[src/rtl/sblru_pkg.sv]
// Shared types and constants for the size-budget LRU cache directory.
// No dependencies.
package sblru_pkg;
  localparam int ENTRIES   = 16;
  localparam int IDX_W     = $clog2(ENTRIES);
  localparam int CNT_W     = $clog2(ENTRIES + 1);
  localparam int KEY_W     = 32;
  localparam int SIZE_W    = 31;
  localparam int CAP_W     = 27;
  localparam int STAMP_W   = 32;
  localparam int EVICT_W   = 5;
  localparam logic [CAP_W-1:0] CAP_RESET = 27'd2000;

  typedef enum logic [1:0] {
    OUT_HIT      = 2'd0,
    OUT_INSERTED = 2'd1,
    OUT_TOO_BIG  = 2'd2,
    OUT_NOT_FND  = 2'd3
  } outcome_t;

  // controller -> datapath
  typedef struct packed {
    logic load;       // latch request, bump counter
    logic scan_clr;   // restart a slot walk
    logic scan_step;  // examine one slot
    logic do_hit;     // refresh stamp of found slot
    logic do_evict;   // evict best slot
    logic do_insert;  // write new entry into free slot
  } dp_cmd_t;

  // datapath -> controller
  typedef struct packed {
    logic scan_done;  // walk just examined the last slot
    logic hit;        // key match found
    logic any_valid;
    logic any_free;
    logic exists;
    logic too_big;
    logic over;       // total + size > capacity
  } dp_sts_t;
endpackage

[src/rtl/size_budget_lru_cache_directory.sv]
// Size-budget LRU cache directory, top level.
// A request is answered after one table walk; an insertion may evict entries first,
// with one further table walk after each eviction.
// Throughput: one request at a time; a new one is taken after the result transfers.
// Reset (rst_n, synchronous): table empty, request counter and byte total zero, budget 2000 bytes.
module size_budget_lru_cache_directory import sblru_pkg::*; (
  input  logic               clk,
  input  logic               rst_n,
  input  logic               in_valid,
  output logic               in_stall,
  input  logic [KEY_W-1:0]   in_object_key,
  input  logic [SIZE_W-1:0]  in_object_size,
  input  logic               in_object_exists,
  output logic               out_valid,
  input  logic               out_stall,
  output logic [1:0]         out_outcome,
  output logic [EVICT_W-1:0] out_evicted_count,
  output logic [CAP_W-1:0]   out_bytes_used,
  input  logic               cfg_valid,
  output logic               cfg_ready,
  input  logic [CAP_W-1:0]   cfg_capacity_bytes
);
  dp_cmd_t          cmd;
  dp_sts_t          sts;
  outcome_t         oc;
  logic [CAP_W-1:0] cap_r;

  assign cfg_ready   = 1'b1;
  assign out_outcome = oc;

  always_ff @(posedge clk) begin
    if (!rst_n) cap_r <= CAP_RESET;
    else if (cfg_valid) cap_r <= cfg_capacity_bytes;
  end

  sblru_ctrl u_ctrl (
    .clk, .rst_n, .in_valid, .in_stall, .out_valid, .out_stall,
    .res_outcome(oc), .cmd, .sts
  );

  sblru_datapath u_dp (
    .clk, .rst_n, .cmd, .sts,
    .in_key(in_object_key), .in_size(in_object_size),
    .in_exists(in_object_exists), .capacity(cap_r),
    .evicted(out_evicted_count), .total(out_bytes_used)
  );

`ifndef ASSERT_OFF
  a_no_accept_busy: assert property (@(posedge clk) disable iff (!rst_n)
    out_valid |-> in_stall) else $error("input taken while result pending");
  a_evict_bound: assert property (@(posedge clk) disable iff (!rst_n)
    out_valid |-> out_evicted_count <= EVICT_W'(ENTRIES)) else $error("evict count");
  a_evict_only_insert: assert property (@(posedge clk) disable iff (!rst_n)
    (out_valid && out_outcome != 2'(OUT_INSERTED)) |-> out_evicted_count == '0)
    else $error("eviction without insertion");
`endif
endmodule

[src/rtl/sblru_datapath.sv]
// Datapath: entry table, counters, serial key/LRU/free-slot walk.
// Depends on sblru_pkg.
module sblru_datapath import sblru_pkg::*; (
  input  logic                clk,
  input  logic                rst_n,
  input  dp_cmd_t             cmd,
  output dp_sts_t             sts,
  input  logic [KEY_W-1:0]    in_key,
  input  logic [SIZE_W-1:0]   in_size,
  input  logic                in_exists,
  input  logic [CAP_W-1:0]    capacity,
  output logic [EVICT_W-1:0]  evicted,
  output logic [CAP_W-1:0]    total
);
  logic [ENTRIES-1:0] valid_r;
  logic [KEY_W-1:0]   key_mem   [ENTRIES];
  logic [CAP_W-1:0]   bytes_mem [ENTRIES];
  logic [STAMP_W-1:0] stamp_mem [ENTRIES];

  logic [KEY_W-1:0]   key_r;
  logic [SIZE_W-1:0]  size_r;
  logic               exists_r;
  logic [STAMP_W-1:0] now_r, cnt_r;
  logic [CAP_W-1:0]   total_r;
  logic [EVICT_W-1:0] evict_r;

  logic [IDX_W:0]     idx_r;
  logic               hit_r, best_ok_r, free_ok_r;
  logic [IDX_W-1:0]   hit_idx_r, best_idx_r, free_idx_r;
  logic [STAMP_W-1:0] best_age_r;

  logic [IDX_W-1:0]   i;
  logic [STAMP_W-1:0] age;
  logic [SIZE_W:0]    need;

  assign i    = idx_r[IDX_W-1:0];
  // age is taken against the already bumped counter
  assign age  = cnt_r - stamp_mem[i];
  assign need = {{(SIZE_W+1-CAP_W){1'b0}}, total_r} + {1'b0, size_r};

  assign sts.scan_done = (idx_r == (IDX_W+1)'(ENTRIES - 1)) && cmd.scan_step;
  assign sts.hit       = hit_r;
  assign sts.any_valid = best_ok_r;
  assign sts.any_free  = free_ok_r;
  assign sts.exists    = exists_r;
  assign sts.too_big   = {1'b0, size_r} > {5'd0, capacity};
  assign sts.over      = need > {5'd0, capacity};
  assign evicted = evict_r;
  assign total   = total_r;

  always_ff @(posedge clk) begin
    if (!rst_n) begin
      valid_r <= '0;
      cnt_r   <= '0;
      total_r <= '0;
    end else begin
      if (cmd.load) cnt_r <= cnt_r + 1'b1;
      if (cmd.do_evict) begin
        valid_r[best_idx_r] <= 1'b0;
        total_r <= total_r - bytes_mem[best_idx_r];
      end
      if (cmd.do_insert) begin
        valid_r[free_idx_r] <= 1'b1;
        total_r <= total_r + size_r[CAP_W-1:0];
      end
    end
  end

  always_ff @(posedge clk) begin
    if (cmd.load) begin
      key_r    <= in_key;
      size_r   <= in_size;
      exists_r <= in_exists;
      now_r    <= cnt_r;
      evict_r  <= '0;
    end
    if (cmd.do_evict) evict_r <= evict_r + 1'b1;
    if (cmd.do_hit) stamp_mem[hit_idx_r] <= now_r;
    if (cmd.do_insert) begin
      key_mem[free_idx_r]   <= key_r;
      bytes_mem[free_idx_r] <= size_r[CAP_W-1:0];
      stamp_mem[free_idx_r] <= now_r;
    end
    if (cmd.load || cmd.scan_clr) begin
      idx_r     <= '0;
      hit_r     <= 1'b0;
      best_ok_r <= 1'b0;
      free_ok_r <= 1'b0;
    end else if (cmd.scan_step) begin
      idx_r <= idx_r + 1'b1;
      if (valid_r[i]) begin
        if (!hit_r && key_mem[i] == key_r) begin
          hit_r     <= 1'b1;
          hit_idx_r <= i;
        end
        // strict compare keeps the lowest slot on equal age
        if (!best_ok_r || age > best_age_r) begin
          best_ok_r  <= 1'b1;
          best_idx_r <= i;
          best_age_r <= age;
        end
      end else if (!free_ok_r) begin
        free_ok_r  <= 1'b1;
        free_idx_r <= i;
      end
    end
  end
endmodule

[src/rtl/sblru_ctrl.sv]
// Controller FSM: sequences search, evictions and insertion per request.
// Depends on sblru_pkg.
module sblru_ctrl import sblru_pkg::*; (
  input  logic     clk,
  input  logic     rst_n,
  input  logic     in_valid,
  output logic     in_stall,
  output logic     out_valid,
  input  logic     out_stall,
  output outcome_t res_outcome,
  output dp_cmd_t  cmd,
  input  dp_sts_t  sts
);
  typedef enum logic [5:0] {
    S_IDLE   = 6'b000001,
    S_SCAN   = 6'b000010,
    S_DECIDE = 6'b000100,
    S_RESCAN = 6'b001000,
    S_FIT    = 6'b010000,
    S_OUT    = 6'b100000
  } state_t;

  state_t   state_r, state_nxt;
  outcome_t oc_r, oc_nxt;

  assign in_stall    = (state_r != S_IDLE);
  assign out_valid   = (state_r == S_OUT);
  assign res_outcome = oc_r;

  always_comb begin
    state_nxt = state_r;
    oc_nxt    = oc_r;
    cmd       = '0;
    case (state_r)
      S_IDLE: if (in_valid) begin
        cmd.load  = 1'b1;
        state_nxt = S_SCAN;
      end
      S_SCAN: begin
        cmd.scan_step = 1'b1;
        if (sts.scan_done) state_nxt = S_DECIDE;
      end
      S_DECIDE: begin
        if (sts.hit) begin
          cmd.do_hit = 1'b1; oc_nxt = OUT_HIT; state_nxt = S_OUT;
        end else if (!sts.exists) begin
          oc_nxt = OUT_NOT_FND; state_nxt = S_OUT;
        end else if (sts.too_big) begin
          oc_nxt = OUT_TOO_BIG; state_nxt = S_OUT;
        end else begin
          oc_nxt = OUT_INSERTED; state_nxt = S_FIT;
        end
      end
      S_FIT: begin
        // one eviction per pass while over budget, then one more if full
        if ((sts.over || !sts.any_free) && sts.any_valid) begin
          cmd.do_evict = 1'b1;
          cmd.scan_clr = 1'b1;
          state_nxt    = S_RESCAN;
        end else begin
          cmd.do_insert = 1'b1;
          state_nxt     = S_OUT;
        end
      end
      S_RESCAN: begin
        cmd.scan_step = 1'b1;
        if (sts.scan_done) state_nxt = S_FIT;
      end
      S_OUT: if (!out_stall) state_nxt = S_IDLE;
      default: state_nxt = S_IDLE;
    endcase
  end

  always_ff @(posedge clk) begin
    if (!rst_n) begin
      state_r <= S_IDLE;
      oc_r    <= OUT_HIT;
    end else begin
      state_r <= state_nxt;
      oc_r    <= oc_nxt;
    end
  end
endmodule

[config.mk]
export PLATFORM = sky130hd
export DESIGN_NAME = size_budget_lru_cache_directory
export DESIGN_NICKNAME = d
export VERILOG_FILES = /design/src/rtl/sblru_pkg.sv /design/src/rtl/size_budget_lru_cache_directory.sv /design/src/rtl/sblru_datapath.sv /design/src/rtl/sblru_ctrl.sv
export SDC_FILE = /design/constraint.sdc
export NUM_CORES = 2
export LEC_CHECK = 0
export BUFFER_PORTS_ARGS = -buffer_cell sky130_fd_sc_hd__buf_2
export CAP_MARGIN = 0
export CORE_MARGIN = 3
export CORE_UTILIZATION = 24
export DETAILED_ROUTE_END_ITERATION = 6
export SLEW_MARGIN = 20
export SYNTH_ARGS = -nofsm -noshare
export SYNTH_HDL_FRONTEND = slang
export SYNTH_SLANG_ARGS = --single-unit
[constraint.sdc]
create_clock -name clk -period 10.4 [get_ports clk]
set_input_delay 1.04 -clock clk [delete_from_list [all_inputs] [get_ports clk]]
set_output_delay 1.04 -clock clk [all_outputs]
set_load 0.01 [all_outputs]
=== Yosys cells after proc, flatten, opt, wreduce, memory -nomap -nowiden ===
Memory sizes are Yosys's and may differ from the RTL's. A register that Yosys moved wholly into a read port is not among the register bits.
Cells that the tools add are included.

* Bits in registers: 263
* Latch bits: 0
* Memory bits (writable): 1456
* Memory bits (read-only): 0
* Input bits: 96
* Output and inout bits: 37
* Word-level logic and storage cells: 124
* Memories kept: 3

{| class="wikitable"
|+ Memory list
! name !! words !! width !! rd ports !! clocked after memory_dff !! write ports !! line !! source
|-
| u_dp.key_mem || 16 || 32 || 1 || 1 || 1 || sblru_datapath.sv:16 || <nowiki>logic [KEY_W-1:0] key_mem [ENTRIES];</nowiki>
|-
| u_dp.stamp_mem || 16 || 32 || 1 || 1 || 1 || sblru_datapath.sv:18 || <nowiki>logic [STAMP_W-1:0] stamp_mem [ENTRIES];</nowiki>
|-
| u_dp.bytes_mem || 16 || 27 || 1 || 1 || 1 || sblru_datapath.sv:17 || <nowiki>logic [CAP_W-1:0] bytes_mem [ENTRIES];</nowiki>
|}

* $add $sub $neg: 7
* Multiply operators: 0
* Div/mod/pow operators: 0
* Magnitude comparators: 8
* Eq/ne operators: 13
* Shifts and indexed selects: 0
* Multiplexer cells: 46
* Bitwise operators: 6
* Reductions and logical operators: 22

{| class="wikitable"
|+ Operators by type and width
! cell !! number
|-
| 2-to-1 mux 27 bit || 2
|-
| 2-to-1 mux 16 bit || 3
|-
| 2-to-1 mux 6 bit || 8
|-
| one-hot mux 6 bit (6 select lines) || 1
|-
| adder 27 x 31 -> 32 bit || 1
|-
| adder 32 x 1 -> 32 bit (second input constant) || 1
|-
| equality test 32 bit || 1
|-
| greater-than comparator 32 x 27 -> 1 bit || 1
|-
| greater-than comparator 32 bit || 1
|-
| 2-to-1 mux 32 bit || 1
|-
| OR reduction 32 bit || 1
|-
| subtractor 32 bit || 1
|-
| greater-than comparator 31 x 27 -> 1 bit || 1
|-
| adder 27 bit || 1
|-
| subtractor 27 bit || 1
|-
| 2-to-1 mux 4 bit || 6
|-
| AND 16 bit || 1
|-
| 2-to-1 mux 1 bit || 16
|-
| NOT 16 bit || 1
|-
| OR 16 bit || 1
|-
| AND reduction 4 bit || 4
|-
| < comparator 4 x 5 -> 1 bit (second input constant) || 3
|-
| adder 5 x 1 -> 5 bit (second input constant) || 2
|-
| 2-to-1 mux 5 bit || 2
|-
| 21 further kinds || 41
|}

=== Longest topological paths before layout ===
* Depth in word-level cells: 10
* Depth in mapped cells: 41

=== Hierarchy ===
Synthesis repeated with hierarchy kept, for this count alone.

* Cells, all modules: 3894
* Area, all modules: 71942.7 µm²

{| class="wikitable"
|+ Modules (own cells, without submodules)
! module !! times used !! cells each !! area an instance (µm²) !! seq. area each (µm²)
|-
| sblru_datapath || 1 || 3752 || 70418.8 || 49897.9
|-
| size_budget_lru_cache_directory || 1 || 88 || 1034.7 || 540.5
|-
| sblru_ctrl || 1 || 54 || 489.2 || 160.2
|}

=== Worst setup path before layout ===
No wires, ideal clock.

* Path kind: register -> register
* From: reg u_dp.size_r[0]
* To: mem u_dp.bytes_mem[1][0] (enable)
* Library setup time: 0.625 ns
* Data arrival time: 10.363 ns
* Data required time: 9.775 ns
* Slack: -0.588 ns
* Cell stages (with the launch flop): 26
* Clock period less this slack: 10.988 ns
* Cells stage by stage: edfxtp_1 -> ha_1 -> inv_1 -> fa_1 -> nor2b_1 -> o21ai_0 -> a21boi_1 -> o21bai_1 -> a2111oi_0 -> or3_1 -> a21o_1 -> a21o_1 -> a21o_1 -> a21o_1 -> a21oi_1 -> xnor2_1 -> ha_1 -> a21o_1 -> a21o_1 -> nor2_1 -> nand4b_1 -> a2bb2oi_1 -> a41oi_1 -> nor2_1 -> nand2_1 -> nor4_1

* Cells in the longest elaborated chain, start to end: 8

{| class="wikitable"
|+ RTL lines
! item !! line !! source
|-
| start: declaration || sblru_datapath.sv:21 || <nowiki>logic [SIZE_W-1:0] size_r;</nowiki>
|-
| start signal: assignment || sblru_datapath.sv:72 || <nowiki>size_r <= in_size;</nowiki>
|-
| adder 27 x 31 -> 32 bit || sblru_datapath.sv:39 || <nowiki>assign need = {{(SIZE_W+1-CAP_W){1'b0}}, total_r} + {1'b0, size_r};</nowiki>
|-
| greater-than comparator 32 x 27 -> 1 bit || sblru_datapath.sv:47 || <nowiki>assign sts.over = need > {5'd0, capacity};</nowiki>
|-
| logical OR 1 bit || sblru_ctrl.sv:56 || <nowiki>if ((sts.over || !sts.any_free) && sts.any_valid) begin</nowiki>
|-
| logical AND 1 bit || sblru_ctrl.sv:56 ||
|-
| 2-to-1 mux 1 bit || sblru_ctrl.sv:56 ||
|-
| 2-to-1 mux 2 bit || sblru_ctrl.sv:34 || <nowiki>case (state_r)</nowiki>
|-
| 2-to-1 mux 1 bit || sblru_datapath.sv:79 || <nowiki>if (cmd.do_insert) begin</nowiki>
|-
| 2-to-1 mux 1 bit (implied by the code) || sblru_datapath.sv:81 || <nowiki>bytes_mem[free_idx_r] <= size_r[CAP_W-1:0];</nowiki>
|-
| end: declaration || sblru_datapath.sv:17 ||
|}

No other way between the ends.

=== Worst setup path after layout ===
* From: reg u_dp.size_r[0]
* To: reg u_dp.total_r[26], in the netlist u_dp.total[26]

* Cells in the longest elaborated chain, start to end: 7
* Elaborated cells between the ends (all ways): 10

{| class="wikitable"
|+ RTL lines
! item !! line !! source
|-
| adder 27 x 31 -> 32 bit || sblru_datapath.sv:39 ||
|-
| greater-than comparator 32 x 27 -> 1 bit || sblru_datapath.sv:47 ||
|-
| logical OR 1 bit || sblru_ctrl.sv:56 ||
|-
| logical AND 1 bit || sblru_ctrl.sv:56 ||
|-
| 2-to-1 mux 1 bit || sblru_ctrl.sv:56 ||
|-
| 2-to-1 mux 2 bit || sblru_ctrl.sv:34 ||
|-
| 2-to-1 mux 27 bit or nonzero test 2 bit (tied branches) || n/a ||
|-
| end signal: assignment || sblru_datapath.sv:60 || <nowiki>total_r <= total_r - bytes_mem[best_idx_r];</nowiki>
|-
| end signal: assignment || sblru_datapath.sv:64 || <nowiki>total_r <= total_r + size_r[CAP_W-1:0];</nowiki>
|-
| end: declaration || sblru_datapath.sv:24 || <nowiki>logic [CAP_W-1:0] total_r;</nowiki>
|}

Several ways; a longest one is shown, not always the timed one.
A chain may end at the register's enable or synchronous reset.

==> flow_metrics.env <==
export IMPL_ys_async_sr_fraction_pct=0
export IMPL_track_usage_pct=11.85
export IMPL_crit_arrival_ps=9980
export IMPL_cts_root_buf="clkbuf_16"
export IMPL_grt_pass1_vias=38013
export IMPL_area_growth_synth_to_final_pct=16.28
export IMPL_ys_warn_count=0
export IMPL_io_buffers=131
export IMPL_power_switching_w=0.003284
export IMPL_viasPerCell=4.521
export IMPL_rsz0062_at_grt="no"
export IMPL_fmax_mhz=107.7
export IMPL_cts_tree="done"
export IMPL_path_max_fanout=26
export IMPL_syn_area_per_cell_um2=18.52
export IMPL_top_layer="met5"
export IMPL_core_area_um2=297000
export IMPL_synth_edff_count=1601
export IMPL_met2_length_um=90520
export IMPL_slowest_delay_ps=710
export IMPL_synth_top_area_share_pct=67.08
export IMPL_instances_no_fill=8221
export IMPL_cap_viol_max_count=0
export IMPL_synth_nets=4144
export IMPL_finalHoldViolCount=0
export IMPL_netSwitchingFraction_pct=21.85
export IMPL_htree_num_levels=4
export IMPL_wl_met3_um=10130
export IMPL_clock_path_buffers=4
export IMPL_yosys_area_top_type="edfxtp_1"
export IMPL_synthCells=3870
export IMPL_pre_cts_ws_ps=1162
export IMPL_dp_hpwl_um=110600
export IMPL_cp_required_ps=11100
export IMPL_ir_worst_vdd_uv=126.0
export IMPL_finClkSkew_ps=99.53
export IMPL_initial_core_util_pct=24.13
export IMPL_dr_pass1_iters=5
export IMPL_die_area_um2=305200
export IMPL_clk_latency_ps=850
export IMPL_die_h_um=552.5
export IMPL_powerDensity_nw_per_um2=180.3
export IMPL_gp_congestion=0.8484
export IMPL_layout_nets=4409
export IMPL_relSlewSlack_pct=23.88
export IMPL_worst_setup_path_start_kind="flop"
export IMPL_clock_sinks=1727
export IMPL_intPower_w=0.01175
export IMPL_antenna_found_initial=16
export IMPL_cts_setup_buffers=0
export IMPL_ys_types=73
export IMPL_setup_viol_count_final=0
export IMPL_fin_tns_setup_ps=0
export IMPL_synth_seq_cells=1727
export IMPL_cp_top_family="compound AO/OA/AOI/OAI gates"
export IMPL_drt_total_wl_um=185900
export IMPL_grt_max_degree=104
export IMPL_fin_crit_sh_pct=89.24
export IMPL_post_drt_wl_per_cell_um=22.61
export IMPL_synthTopCellsByCount="1601 x edfxtp_1, 444 x mux4_2, 175 x ha_1, 148 x nand2_1, 140 x nor2_1"
export IMPL_remaining_drc_errors=0
export IMPL_cp_end_kind="flop"
export IMPL_synth_area_leaders="edfxtp_1 67%, mux4_2 14%, dfxtp_1 3.5%"
export IMPL_drive_above_1_share_pct=22.84
export IMPL_num_vias=37166
export IMPL_path_common_cell="a21o_1"
export IMPL_rows=200
export IMPL_status="completed"
export IMPL_syn_area_um2=71670
export IMPL_seq_power_share_pct=52.7
export IMPL_crit_buf_inv=2
export IMPL_yosysMostFrequentCell="edfxtp_1"
export IMPL_worst_pin_slew_ps=1142
export IMPL_pin_count=133
export IMPL_fin_ws_ps=1119
export IMPL_p_comb_share_pct=5.6
export IMPL_p_clk_share_pct=41.7
export IMPL_power_leakage_nw=26.87
export IMPL_min_path_type="primary input to flop"
export IMPL_worstSetupPathType="flop to flop"
export IMPL_grt_pass1_wl_um=269300
export IMPL_ctsResizeCount=0
export IMPL_grt_overflow=0
export IMPL_dp_cells=7887
export IMPL_path_clk_slew_ps=60
export IMPL_antenna_left=0
export IMPL_cts_hold_buf=0
export IMPL_drv_slew=0
export IMPL_die_x_um=552.5
export IMPL_wl_met1_um=79990
export IMPL_cts_buffers=185
export IMPL_yosys_most_used_dff="edfxtp_1"
export IMPL_seq_area_frac_synth_pct=70.60
export IMPL_drt_initial_drc_count=3447
export IMPL_cpMaxStageDelayCell="a2111oi_0"
export IMPL_period_minus_slack_ps=9281
-- cell families (layout without fill, tap and decap cells) --
logic type | Yosys count | in the layout | synth area share, %
buffers and inverters | 279 | 686 | 1.603
other | 1 | 6 | 0.005232
AO/OA/AOI/OAI | 438 | 438 | 3.865
AND/OR/NAND/NOR | 595 | 595 | 4.187
adder cells (fa/ha/maj) | 178 | 178 | 3.139
multiplexers | 496 | 496 | 14.69
flip-flops | 1727 | 1727 | 70.60
XOR/XNOR | 156 | 156 | 1.906
-- sequential cells by signal (all words and copies together), names as in the netlist, 2 cells and up, named ones only --
signal,count
u_dp.best_idx_r,4
u_dp.key_mem,512
u_dp.cnt_r,32
u_dp.best_age_r,32
u_dp.bytes_mem,432
u_dp.key_r,32
u_dp.total,27
u_ctrl.res_outcome,2
u_dp.hit_idx_r,4
u_dp.size_r,31
u_dp.idx_r,5
u_dp.valid_r,16
cap_r,27
u_dp.free_idx_r,4
u_dp.evicted,5
u_dp.now_r,32
u_ctrl.state_r,6
u_dp.stamp_mem,512
-- final timing paths --
kind,to,slack [ps],from,cells past startpoint
hold / removal,u_dp.key_r[10]$_DFFE_PP_,370,in_object_key[10],1
hold reg to reg,u_dp.valid_r[8]$_SDFF_PN0_,480,u_dp.valid_r[8]$_SDFF_PN0_,2
setup reg to reg,u_dp.total[26]$_SDFFE_PN0P_,1120,u_dp.size_r[0]$_DFFE_PP_,38
setup / recovery,u_dp.total[26]$_SDFFE_PN0P_,1120,u_dp.size_r[0]$_DFFE_PP_,38
-- layout make-up --
| cell class | count | area [µm²] |
|---|---|---|
| Antenna cell | 5 | 12.51 |
| Clock buffer | 244 | 5004 |
| Clock inverter | 85 | 690.7 |
| Fill cell | 29301 | 213700 |
| Inverter | 136 | 524.3 |
| Multi-Input combinational cell | 1864 | 20140 |
| Sequential cell | 1727 | 50620 |
| Tap cell | 3939 | 4928 |
| Timing Repair Buffer | 221 | 1416 |
-- routing by layer --
metal / global-route usage [%] / up-vias
li1: - / 16127
met4: 3.352 / 6
met3: 2.003 / 260
met1: 15.92 / 19710
met2: 19.67 / 1063
met5: 0 / -
-- worst register-to-register path: cells and delay by family (launching register included) --
family	cells	cell delay (ps)
xor+xnor	1	140
mux	3	890
fa+ha+maj	4	1370
flops	1	700
simple gates	8	1450
buf+inv	2	260
compound gates	20	4370
-- cells in the final DEF (no fill, tap or decap), types with 98 or more instances in the layout --
| cell | n |
|---|---|
| clkbuf_16 | 187 |
| nand2_1 | 148 |
| a21oi_1 | 108 |
| dfxtp_1 | 119 |
| buf_2 | 130 |
| inv_1 | 129 |
| o21ai_0 | 102 |
| edfxtp_1 | 1601 |
| xnor2_1 | 98 |
| mux4_2 | 444 |
| ha_1 | 175 |
| nor2_1 | 117 |
-- per-stage QoR --
| stage | hold WS (ps) | cell area (µm²) | total power, W | util, % |
|---|---|---|---|---|
| global placement | 465.4 | 77580 | 0.008903 | 26.12 |
| floorplan | 445.7 | 71670 | 0.008606 | - |
| detailed placement | 476.4 | 77630 | 0.008926 | 26.13 |
| CTS | 285.9 | 83320 | 0.01521 | 28.05 |
| global route | 298.9 | 83330 | 0.01557 | 28.05 |
| finish | 366.8 | 83340 | 0.01503 | 28.06 |
-- power groups by stage --
| stage | combinational [W] | clock (W) | sequential (W) |
|---|---|---|---|
| after floorplan | 0.000610 | 0 | 0.00800 |
| after global placement | 0.000846 | 0 | 0.00806 |
| after detailed placement | 0.000853 | 0 | 0.00807 |
| after CTS | 0.000857 | 0.00643 | 0.00793 |
| after global routing | 0.000918 | 0.00671 | 0.00794 |
| final | 0.000837 | 0.00627 | 0.00793 |
Power figures use the tool's default switching activity.
